==> config.mk <==
export PLATFORM = sky130hd
export DESIGN_NAME = greedy_change_dispenser_top
export DESIGN_NICKNAME = d
export VERILOG_FILES = /design/src/rtl/gchg_pkg.sv /design/src/rtl/greedy_change_dispenser_top.sv
export VERILOG_INCLUDE_DIRS = /design/src /design/src/rtl
export SDC_FILE = /design/constraint.sdc
export NUM_CORES = 1
export LEC_CHECK = 0
export BUFFER_PORTS_ARGS = -buffer_cell sky130_fd_sc_hd__buf_2
export CORE_MARGIN = 2
export CORE_UTILIZATION = 59
export DETAILED_ROUTE_END_ITERATION = 8
export PLACE_DENSITY_LB_ADDON = 0.15
export SYNTH_ARGS = -nofsm -noshare
export SYNTH_HDL_FRONTEND = slang
export SYNTH_SLANG_ARGS = --single-unit
==> constraint.sdc <==
create_clock -name i_clk -period 8.1 [get_ports i_clk]
set_input_delay 0.405 -clock i_clk [delete_from_list [all_inputs] [get_ports i_clk]]
set_output_delay 0.405 -clock i_clk [all_outputs]
set_load 0.005 [all_outputs]
==> src/rtl/greedy_change_dispenser_top_macros.svh <==
// assertion helpers for the change dispenser
`ifndef GREEDY_CHANGE_DISPENSER_TOP_MACROS_SVH
`define GREEDY_CHANGE_DISPENSER_TOP_MACROS_SVH

// same-cycle implication, checked out of reset
`define GCHG_ASSERT_NOW(lbl, ante, cons, msg) \
    lbl: assert property (@(posedge i_clk) disable iff (!i_rst_n) \
        (ante) |-> (cons)) else $error(msg);

// next-cycle implication, checked out of reset
`define GCHG_ASSERT_NEXT(lbl, ante, cons, msg) \
    lbl: assert property (@(posedge i_clk) disable iff (!i_rst_n) \
        (ante) |=> (cons)) else $error(msg);

`endif

==> src/rtl/gchg_pkg.sv <==
package gchg_pkg;

    localparam int AMOUNT_W   = 32;
    localparam int COIN_W     = 20;
    localparam int COUNT_W    = 32;
    localparam int TOTAL_W    = 48;
    localparam int STATUS_W   = 2;
    localparam int CUR_W      = 2;
    localparam int CUR_N      = 4;
    localparam int TBL_SLOTS  = 16;
    localparam int MAX_DENOMS = 14;
    localparam int SLOT_W     = $clog2(TBL_SLOTS);
    localparam int IDX_W      = $clog2(TBL_SLOTS + 1);
    localparam int STEP_W     = $clog2(AMOUNT_W);
    localparam int APB_W      = 32;
    localparam int PADDR_W    = 3;
    localparam int REG_IDX_W  = PADDR_W - 2;

    // result codes
    localparam logic [STATUS_W-1:0] STATUS_COIN   = 2'd0;
    localparam logic [STATUS_W-1:0] STATUS_EXACT  = 2'd1;
    localparam logic [STATUS_W-1:0] STATUS_SHORT  = 2'd2;
    localparam logic [STATUS_W-1:0] STATUS_TOTAL  = 2'd3;

    // request codes
    localparam logic OP_SALE  = 1'b0;
    localparam logic OP_CLOSE = 1'b1;

    // register map
    localparam logic [REG_IDX_W-1:0] REG_CURRENCY = '0;

    localparam logic [TOTAL_W-1:0] TOTAL_MAX = '1;

    // ascending denominations per currency, thousandths of a unit
    localparam logic [COIN_W-1:0] DENOM_TBL [CUR_N][TBL_SLOTS] = '{
        '{20'd250, 20'd500, 20'd1000, 20'd5000, 20'd10000, 20'd20000, 20'd50000,
          20'd100000, 20'd200000, 20'd0, 20'd0, 20'd0, 20'd0, 20'd0, 20'd0, 20'd0},
        '{20'd10, 20'd50, 20'd100, 20'd250, 20'd500, 20'd1000, 20'd2000, 20'd5000,
          20'd10000, 20'd20000, 20'd50000, 20'd100000, 20'd200000, 20'd500000,
          20'd0, 20'd0},
        '{20'd10, 20'd50, 20'd100, 20'd250, 20'd500, 20'd1000, 20'd5000, 20'd10000,
          20'd20000, 20'd50000, 20'd100000, 20'd200000, 20'd500000, 20'd1000000,
          20'd0, 20'd0},
        '{20'd1, 20'd5, 20'd10, 20'd20, 20'd50, 20'd100, 20'd250, 20'd500,
          20'd1000, 20'd5000, 20'd10000, 20'd20000, 20'd0, 20'd0, 20'd0, 20'd0}
    };

    localparam logic [IDX_W-1:0] DENOM_LEN [CUR_N] = '{5'd9, 5'd14, 5'd14, 5'd12};

    typedef struct packed {
        logic [STATUS_W-1:0] status;
        logic [COIN_W-1:0]   coin_value;
        logic [COUNT_W-1:0]  coin_count;
        logic [TOTAL_W-1:0]  day_total;
        logic                last;
    } t_result;

    function automatic logic [COIN_W-1:0] denom_value(
        input logic [CUR_W-1:0]  cur,
        input logic [SLOT_W-1:0] slot
    );
        return DENOM_TBL[cur][slot];
    endfunction

    // table length clipped to the configured maximum
    function automatic logic [IDX_W-1:0] denom_count(input logic [CUR_W-1:0] cur);
        logic [IDX_W-1:0] len;
        len = DENOM_LEN[cur];
        if (len > IDX_W'(MAX_DENOMS)) begin
            len = IDX_W'(MAX_DENOMS);
        end
        return len;
    endfunction

endpackage

==> src/rtl/greedy_change_dispenser_top.sv <==
// Greedy change dispenser. A sale beat carries a price and the amount paid, both
// in thousandths of a unit; a close-day beat reports the saturating 48-bit day
// total and clears it. Short payment gives one insufficient result, exact payment
// one exact result, and overpayment one coin result per denomination used,
// largest first, with o_last set on the final result of each request. If the
// change is below the smallest coin a single coin result with zero value and
// count is given. The currency register (byte address 0) picks the table; the user
// must write it only while the block is idle, which the block does not enforce.
// Rate: the block takes one request at a time and holds o_in_stall from acceptance
// until its last result has been loaded into the output register. Close-day, short
// and exact requests go from idle straight to the emit state. An overpaid sale
// scans the table from its largest denomination down, skipping each that does not
// fit and dividing the change by each that does in the single restoring divider,
// one quotient bit per cycle over 32 bits, shared by all denominations. An output
// stall holds the block in its emit state.
`include "greedy_change_dispenser_top_macros.svh"

module greedy_change_dispenser_top (
    input  logic                           i_clk,
    input  logic                           i_rst_n,
    // request channel
    input  logic                           i_in_valid,
    output logic                           o_in_stall,
    input  logic                           i_opcode,
    input  logic [gchg_pkg::AMOUNT_W-1:0]  i_price,
    input  logic [gchg_pkg::AMOUNT_W-1:0]  i_paid,
    // result channel
    output logic                           o_out_valid,
    input  logic                           i_out_stall,
    output logic [gchg_pkg::STATUS_W-1:0]  o_status,
    output logic [gchg_pkg::COIN_W-1:0]    o_coin_value,
    output logic [gchg_pkg::COUNT_W-1:0]   o_coin_count,
    output logic [gchg_pkg::TOTAL_W-1:0]   o_day_total,
    output logic                           o_last,
    // configuration port
    input  logic                           psel,
    input  logic                           penable,
    input  logic                           pwrite,
    input  logic [gchg_pkg::PADDR_W-1:0]   paddr,
    input  logic [gchg_pkg::APB_W-1:0]     pwdata,
    output logic [gchg_pkg::APB_W-1:0]     prdata,
    output logic                           pready
);
    import gchg_pkg::*;

    typedef enum logic [2:0] {
        S_IDLE,
        S_SCAN,
        S_DIV,
        S_FIN,
        S_EMIT
    } t_state;

    t_state                r_state;
    t_state                r_ret_state;   // where to go after the result is loaded
    logic [CUR_W-1:0]      r_currency;
    logic [TOTAL_W-1:0]    r_takings;
    logic [AMOUNT_W-1:0]   r_rem;         // change still to hand out
    logic [IDX_W-1:0]      r_idx;         // denominations left to try
    logic                  r_found;       // a coin result was already given
    logic [COIN_W-1:0]     r_coin;
    logic [AMOUNT_W-1:0]   r_div_q;       // dividend in, quotient out
    logic [COIN_W-1:0]     r_div_r;       // partial remainder
    logic [STEP_W-1:0]     r_step;
    t_result               r_res;         // result waiting for the output register
    logic                  r_out_valid;
    t_result               r_out;

    logic                  in_accept;
    logic                  out_free;
    logic                  cfg_write;
    logic [REG_IDX_W-1:0]  reg_idx;
    logic [IDX_W-1:0]      idx_dec;
    logic [COIN_W-1:0]     scan_coin;
    logic [COIN_W-1:0]     min_coin;
    logic [COIN_W:0]       div_trial;
    logic [COIN_W:0]       div_diff;
    logic                  div_ge;
    logic [TOTAL_W:0]      takings_sum;
    logic [TOTAL_W-1:0]    takings_sat;

    assign in_accept = i_in_valid && !o_in_stall;
    assign out_free  = !r_out_valid || !i_out_stall;
    assign cfg_write = psel && penable && pwrite && pready;
    assign reg_idx   = paddr[PADDR_W-1:2];

    // denomination under test during the scan
    assign idx_dec   = r_idx - IDX_W'(1);
    assign scan_coin = denom_value(r_currency, idx_dec[SLOT_W-1:0]);
    assign min_coin  = denom_value(r_currency, '0);

    // one restoring division step: shift in the next dividend bit, try subtract
    assign div_trial = {r_div_r, r_div_q[AMOUNT_W-1]};
    assign div_diff  = div_trial - {1'b0, r_coin};
    assign div_ge    = div_trial >= {1'b0, r_coin};

    // saturating day total
    assign takings_sum = {1'b0, r_takings} + (TOTAL_W + 1)'(i_price);
    assign takings_sat = takings_sum[TOTAL_W] ? TOTAL_MAX : takings_sum[TOTAL_W-1:0];

    always_ff @(posedge i_clk) begin
        if (!i_rst_n) begin
            r_state     <= S_IDLE;
            r_ret_state <= S_IDLE;
            r_currency  <= '0;
            r_takings   <= '0;
            r_rem       <= '0;
            r_idx       <= '0;
            r_found     <= 1'b0;
            r_step      <= '0;
            r_out_valid <= 1'b0;
        end else begin
            if (cfg_write && reg_idx == REG_CURRENCY) begin
                r_currency <= pwdata[CUR_W-1:0];
            end

            // output register: load a pending result or drain on acceptance
            if (r_state == S_EMIT && out_free) begin
                r_out_valid <= 1'b1;
                r_out       <= r_res;
            end else if (!i_out_stall) begin
                r_out_valid <= 1'b0;
            end

            case (r_state)
                S_IDLE: begin
                    if (in_accept) begin
                        r_res.coin_value <= '0;
                        r_res.coin_count <= '0;
                        r_res.day_total  <= (i_opcode == OP_CLOSE) ? r_takings : '0;
                        r_res.last       <= 1'b1;
                        r_ret_state      <= S_IDLE;
                        if (i_opcode == OP_CLOSE) begin
                            r_res.status    <= STATUS_TOTAL;
                            r_takings       <= '0;
                            r_state         <= S_EMIT;
                        end else if (i_paid < i_price) begin
                            r_res.status <= STATUS_SHORT;
                            r_state      <= S_EMIT;
                        end else begin
                            r_takings <= takings_sat;
                            if (i_paid == i_price) begin
                                r_res.status <= STATUS_EXACT;
                                r_state      <= S_EMIT;
                            end else begin
                                r_rem   <= i_paid - i_price;
                                r_idx   <= denom_count(r_currency);
                                r_found <= 1'b0;
                                r_state <= S_SCAN;
                            end
                        end
                    end
                end
                S_SCAN: begin
                    if (r_idx == '0) begin
                        // change below the smallest coin: one empty coin result
                        r_res.status     <= STATUS_COIN;
                        r_res.coin_value <= '0;
                        r_res.coin_count <= '0;
                        r_res.day_total  <= '0;
                        r_res.last       <= 1'b1;
                        r_ret_state      <= S_IDLE;
                        r_state          <= r_found ? S_IDLE : S_EMIT;
                    end else if (scan_coin == '0 || r_rem < AMOUNT_W'(scan_coin)) begin
                        r_idx <= idx_dec;
                    end else begin
                        r_coin  <= scan_coin;
                        r_div_q <= r_rem;
                        r_div_r <= '0;
                        r_step  <= '0;
                        r_state <= S_DIV;
                    end
                end
                S_DIV: begin
                    r_div_r <= div_ge ? div_diff[COIN_W-1:0] : div_trial[COIN_W-1:0];
                    r_div_q <= {r_div_q[AMOUNT_W-2:0], div_ge};
                    r_step  <= r_step + STEP_W'(1);
                    if (r_step == STEP_W'(AMOUNT_W - 1)) begin
                        r_state <= S_FIN;
                    end
                end
                S_FIN: begin
                    // the smallest coin fits iff any later denomination fits
                    r_res.status     <= STATUS_COIN;
                    r_res.coin_value <= r_coin;
                    r_res.coin_count <= COUNT_W'(r_div_q);
                    r_res.day_total  <= '0;
                    r_res.last       <= r_div_r < min_coin;
                    r_rem            <= AMOUNT_W'(r_div_r);
                    r_idx            <= idx_dec;
                    r_found          <= 1'b1;
                    r_ret_state      <= (r_div_r < min_coin) ? S_IDLE : S_SCAN;
                    r_state          <= S_EMIT;
                end
                S_EMIT: begin
                    if (out_free) begin
                        r_state <= r_ret_state;
                    end
                end
                default: begin
                    r_state <= S_IDLE;
                end
            endcase
        end
    end

    assign o_in_stall   = r_state != S_IDLE;
    assign o_out_valid  = r_out_valid;
    assign o_status     = r_out.status;
    assign o_coin_value = r_out.coin_value;
    assign o_coin_count = r_out.coin_count;
    assign o_day_total  = r_out.day_total;
    assign o_last       = r_out.last;

    assign pready = 1'b1;
    assign prdata = (reg_idx == REG_CURRENCY) ? APB_W'(r_currency) : '0;

    // non-coin results always end their request
    `GCHG_ASSERT_NOW(a_single_last, o_out_valid && o_status != STATUS_COIN, o_last, "non-coin result without last")
    // day total only travels on close-day results
    `GCHG_ASSERT_NOW(a_total_only, o_out_valid && o_status != STATUS_TOTAL, o_day_total == '0, "day total on wrong result")
    // partial remainder stays below the divisor
    `GCHG_ASSERT_NOW(a_div_bound, r_state == S_DIV, r_div_r < r_coin, "divider remainder out of range")
    // close day leaves an empty total
    `GCHG_ASSERT_NEXT(a_close_clear, in_accept && i_opcode == OP_CLOSE, r_takings == '0, "takings not cleared")

endmodule

---- Word-level counts from Yosys, hierarchy flattened ----
Index checks and enable logic that the tools add are counted.
cells by class
  reductions and logical operators ........ 28
  $add $sub $neg .......................... 5
  equality and inequality tests ........... 20
  magnitude comparators ................... 7
  bitwise operators ....................... 5
  muxes and demuxes ....................... 64
operators with widths
  cell                count
  $bmux 320 s2        1
  $mux 320            2
  $pmux 103 s3        1
  $mux 103            2
  $mux 32             6
  $mux 48             4
  $pmux 32 s2         2
  $mux 20             5
  $bmux 20 s4         1
  $mux 5              11
  $add 48x32->49      1
  $pmux 20 s2         1
  $mux 3              11
  $eq 32x32->1        1
  $lt 32x20->1        1
  $lt 32x32->1        1
  $sub 32x32->32      1
  $ne 2x2->1 const B  11
  $ge 21x20->1        1
  $logic_not 20->1    1
  $lt 20x20->1        1
  $sub 20x20->20      1
  $reduce_and 4->1    4
  $pmux 3 s5          1
  33 further kinds    57
word-level totals
  output and inout bits ................... 138
  bits in registers ....................... 378
  word-level logic and storage cells ...... 151
  bits of input ports ..................... 107

---- Depth between registers and ports, before layout ----
  depth in word-level cells ............... 12
  gate-level depth with buffers ........... 20
  mapped depth without buffers ............ 18

---- Worst setup path before layout ----
Ideal clock, no wire load.
  path type ............................... reg2reg
  start point ............................. reg r_idx[0]
  end point ............................... reg r_div_q[0], enable pin
  arrival ................................. 6.411 ns
  slack ................................... 1.227 ns
  setup time .............................. 0.462 ns
  data required time ...................... 7.638 ns
  stages on the path, launching flop included .. 21
  period minus slack after synthesis ...... 6.873 ns
  path buffers ............................ 2
  cells stage by stage .................... dfxtp_1 inv_1 clkbuf_1 ha_1 xnor2_1 clkbuf_1 o21ai_0 a311oi_1 o21ai_0 o21ai_1 inv_1 ha_1 nand2_1 o21ai_0 a211o_1 nor2_1 or4_1 o21ai_0 o211a_1 nor2_1 nor2_1
on the way
  longest elaborated chain between the ends .. 9
  elaborated cells between the ends (all ways) .. 12
  those cells by class .................... add/sub: 1; order compare: 1; eq/ne: 2; mux: 3; bitwise: 1; reduce/logical: 4
ends and longest elaborated chain
  item                                                     RTL line                            text
  from (decl)                                              greedy_change_dispenser_top.sv:59   logic [IDX_W-1:0] r_idx;
  from (signal assigned)                                   greedy_change_dispenser_top.sv:147  r_idx <= denom_count(r_currency);
  from (signal assigned)                                   greedy_change_dispenser_top.sv:165  r_idx <= idx_dec;
  from (signal assigned)                                   greedy_change_dispenser_top.sv:190  r_idx <= idx_dec;
  $sub 5x1->5 *                                            greedy_change_dispenser_top.sv:88   assign idx_dec = r_idx - IDX_W'(1);
  $not 4->5 (implied by the code) *                        gchg_pkg.sv:62                      return DENOM_TBL[cur][slot];
  $bmux 20 s4 *                                            gchg_pkg.sv:62
  $mux 20 (implied by the code) * (2 in series)            gchg_pkg.sv:62
  via scan_coin[11]                                        greedy_change_dispenser_top.sv:74   logic [COIN_W-1:0] scan_coin;
  $lt 32x20->1 / $logic_not 20->1 (equally long branches)  greedy_change_dispenser_top.sv:164  end else if (scan_coin == '0 || r_rem < AMOUNT_W'(scan_coin)) begin
  $logic_or 1x1->1 *                                       greedy_change_dispenser_top.sv:164
  $ne 2x2->1 (no line) *                                   n/a
  $reduce_and 4->1 (no line) *                             n/a
  to (signal assigned)                                     greedy_change_dispenser_top.sv:168  r_div_q <= r_rem;
  to (signal assigned)                                     greedy_change_dispenser_top.sv:176  r_div_q <= {r_div_q[AMOUNT_W-2:0], div_ge};
  to (decl)                                                greedy_change_dispenser_top.sv:62   logic [AMOUNT_W-1:0] r_div_q;
The timed path passes the listed nets; every way through them passes the cells marked *. The select of a mux whose other input is x is not followed.
A chain may end at the register's enable or synchronous reset.

---- Worst setup path in the final report ----
  start point ............................. reg r_idx[0]
  end point ............................... reg r_div_q[30], enable pin
Same word-level chain as after synthesis.

==> qor.txt <==
Hold Crit Start - pwdata[1]
Die Span X - 192 um
worst hold path type - in2reg
worst relative slew slack - 19.1%
# IOs - 245
arrival time at the worst endpoint - 6.65 ns
Max clock buf depth - 3
Crit Path Class - reg2reg
Unique masters post-synth - 83
Post-Syn Area - 20,800 um2
Synth top area share - 40.2%
maximum vdd drop - 0.000222 V
fraction of registers with async set/reset - 0%
Area Growth Syn to Fin - 11.5%
top cell type by total area after synthesis - edfxtp_1
post-DR vias/cell - 6.28
final WL - 58.1 mm
RSZ-0062 raised after global routing - false
Worst Setup End Kind - flip-flop
FF-to-FF End - r_div_q[30]$_DFFE_PP_
TritonRoute pass-1 iters - 6
largest net degree at the start of global routing - 77
number of flops mapped to enable cells by yosys - 278
layout cell share with drive strength beyond 1 - 13.6%
vias - 16.8k
Setup crit start - r_idx[0]$_SDFFE_PN0P_
Slew @ Worst Pin - 1.21 ns
setup violators final - 0
r2r worst-path depth - 21
Detail Route Antenna Nets - 0
Total GRT Usage - 31.5%
vias in the first global route - 15.4k
Placer Congestion - 0.991
Die Area - 36,700 um2
clock skew - 0.0159 ns
global-route wire length before repair - 88.8 mm
Clock Sinks - 376
Syn Inst Count - 2,053
CP max FO - 51
Leak Pwr - 9.66 nW
final hold violation count - 0
max_cap viols - 0
crit-path most repeated cell - o21ai_0
post-synthesis sequential area ratio - 49.6%
reg-to-reg startpoint - r_idx[0]$_SDFFE_PN0P_
top cells by area, synth - edfxtp_1 40%, dfxtp_1 9.4%, ha_1 7.1%, nand2_1 3.9%, a21oi_1 3.3%
core footprint - 34,600 um2
end point of the critical path - r_div_q[30]$_DFFE_PP_
Slew Limit Fails - 0
maximum clock rate - 0.156 GHz
Fillers - 2,686
status - finished, final reports clean
CP peak stage delay - 0.61 ns
Total Nets Final - 2,414
final HPWL from detailed placement - 42.0 mm
Routed wire per std cell - 21.7 um
CP max stage cell - nor2_4
hold buffers post-CTS - 0
Power Dens Cells - 209 nW/um2
total grt overflow - 0
Clock Root Buffer - clkbuf_16
# rows - 68
crit path cell chain - buf_4 -> inv_1 -> ha_1 -> xnor2_1 -> buf_4 -> o21ai_0 -> a311oi_1 -> o21ai_0 -> o21ai_1 -> inv_1 -> ha_1 -> nand2_1 -> o21ai_0 -> a211o_1 -> nor2_1 -> or4_1 -> o21ai_0 -> o211a_1 -> nor2_1 -> nor2_4 -> buf_12
Clock Latency Late Sink - 0.55 ns
Min Hold Slack - 0.0994 ns
antenna cells - 0
worst reg2reg setup slack - 1.69 ns
syn_area_per_cell - 10.1 um2
PortBufs - 181
CTS tree - built
period utilization - 79.1%
die height - 192 um
Ys Warns - 0
TritonCTS Buffers - 41
Resized Gates After CTS - 0
initial antenna violation count - 1
Initial Util - 60.0%
flops & latches, synth - 376
postcts setup bufs - 0
startpoint types - flip-flop
drt drc - 0
Top FF cell, synth - edfxtp_1
Starting DRT DRC Count - 1,959
H-tree depth - 2
CTS clock-pin slew for the worst setup and hold paths - 0.06 ns
Worst EP required - 8.34 ns
Fin Setup TNS - 0 ns
min Tclk post-route - 6.41 ns
## cells by family after synthesis
group           synth area share (%)
compound gates                  16.7
xor+xnor                        3.16
fa+ha+maj                       7.40
buf+inv                         5.30
flops                           49.6
mux                             1.87
other cells                   0.0362
simple gates                    15.9
## power breakdown
group | internal [mW] | switching [mW] | total (mW)
clock | 1.06 | 0.756 | 1.81
sequential | 2.17 | 0.0559 | 2.23
combinational | 0.283 | 0.519 | 0.802
total | 3.51 | 1.33 | 4.84
## metal layers
layer  share of wire, %  up-vias  GRT usage (%)  routed length (um)
met1                 46     8093           49.4               26600
met5                  0        -              0                   0
met2                 43      829           45.8               24900
li1                   -     7771              -                   -
met4                2.0        0           7.25                1180
met3                9.3       90           4.90                5420
## synthesized netlist by cell type, types with 7 or more instances
cell and instances:
and4_1 7, a22o_1 10, nor4_1 11, buf_2 13
a21o_1 49, and2_1 16, nand2_1 218, nor2b_1 23
clkbuf_1 86, o211ai_1 18, a31oi_1 21, ha_1 118
inv_1 103, xor2_1 27, a211oi_1 29, nor3_1 39
nand4_1 21, dfxtp_1 98, and3_1 98, xnor2_1 46
a21oi_1 135, a211o_1 9, o221ai_1 13, o21ai_0 92
nand2b_1 14, nor2_1 162, or2_2 8, o2111ai_1 9
nand3_1 40, a311oi_1 8, o31ai_1 11, o21bai_1 15
o2bb2ai_1 14, edfxtp_1 278, buf_4 32, mux2i_1 23
or3_1 7, o21a_1 18
## layout make-up
class / instances / area [um2] / share of cell area [%]
clock buffers: 60 / 1150 / 4.95
clock inverters: 14 / 155 / 0.670
inverters: 104 / 390 / 1.69
multi-input cells: 1461 / 9510 / 41.1
flip-flops and latches: 376 / 10300 / 44.5
well taps: 455 / 569 / 2.46
repair buffers: 202 / 1080 / 4.65
## how the worst min path moves through the flow
stage,endpoint,slack (ns),cells past startpoint
2_1_floorplan,o_coin_count[0]$_DFFE_PP_,0.40,0
3_3_place_gp,o_coin_value[3]$_DFFE_PP_,0.40,0
3_5_place_dp,o_coin_count[14]$_DFFE_PP_,0.40,0
4_1_cts,r_currency[1]$_SDFFE_PN0P_,0.08,3
5_1_grt,r_currency[1]$_SDFFE_PN0P_,0.12,3
6_report,r_currency[1]$_SDFFE_PN0P_,0.1,3
## registers in the layout, indices dropped and copies added (netlist names)
name / count
r_found: 1
o_out_valid: 1
r_res: 103
o_day_total: 48
o_last: 1
r_currency: 2
o_coin_value: 20
r_step: 5
r_takings: 48
r_ret_state: 1
r_rem: 32
r_div_q: 32
r_coin: 20
r_div_r: 20
o_status: 2
r_idx: 5
r_state: 3
o_coin_count: 32
## placed cells by master, fill, tap and decap left out, types with 9 or more instances in the layout
cell type / n
edfxtp_1: 278
nand2_1: 218
buf_2: 181
nor2_1: 160
a21oi_1: 134
ha_1: 118
inv_1: 103
and3_1: 98
dfxtp_1: 98
o21ai_0: 92
a21o_1: 49
xnor2_1: 46
clkbuf_16: 42
nand3_1: 40
nor3_1: 38
conb_1: 31
a211oi_1: 29
xor2_1: 27
mux2i_1: 23
nor2b_1: 21
nand4_1: 21
a31oi_1: 21
buf_4: 20
o211ai_1: 18
o21a_1: 18
and2_1: 15
o21bai_1: 15
nand2b_1: 14
o2bb2ai_1: 14
clkbuf_1: 14
o221ai_1: 13
o31ai_1: 11
nor4_1: 11
a22o_1: 10
o2111ai_1: 9
a211o_1: 9
## per-stage QoR
| step | instance area, um2 | total power [mW] | setup WS (ns) | cells | utilization, % |
|---|---|---|---|---|---|
| 2_1_floorplan | 20900 | 2.81 | 1.23 | 2082 | - |
| 4_1_cts | 23200 | 4.84 | 1.71 | 2672 | 66.9 |
| 6_report | 23200 | 4.84 | 1.69 | 2672 | 66.9 |
| 5_1_grt | 23200 | 5.01 | 1.08 | 2672 | 66.9 |
| 3_5_place_dp | 21900 | 3.04 | 1.70 | 2598 | 63.1 |
| 3_3_place_gp | 21900 | 3.03 | 1.77 | 2598 | 63.1 |
## worst max-delay path: cells and delay by family (launching register included)
family          cells  cell delay, ns
compound gates      8            2.13
buf+inv             5            1.49
simple gates        5            1.24
fa+ha+maj           2            0.74
flops               1            0.30
xor+xnor            1            0.16
Power figures use the tool's default switching activity.
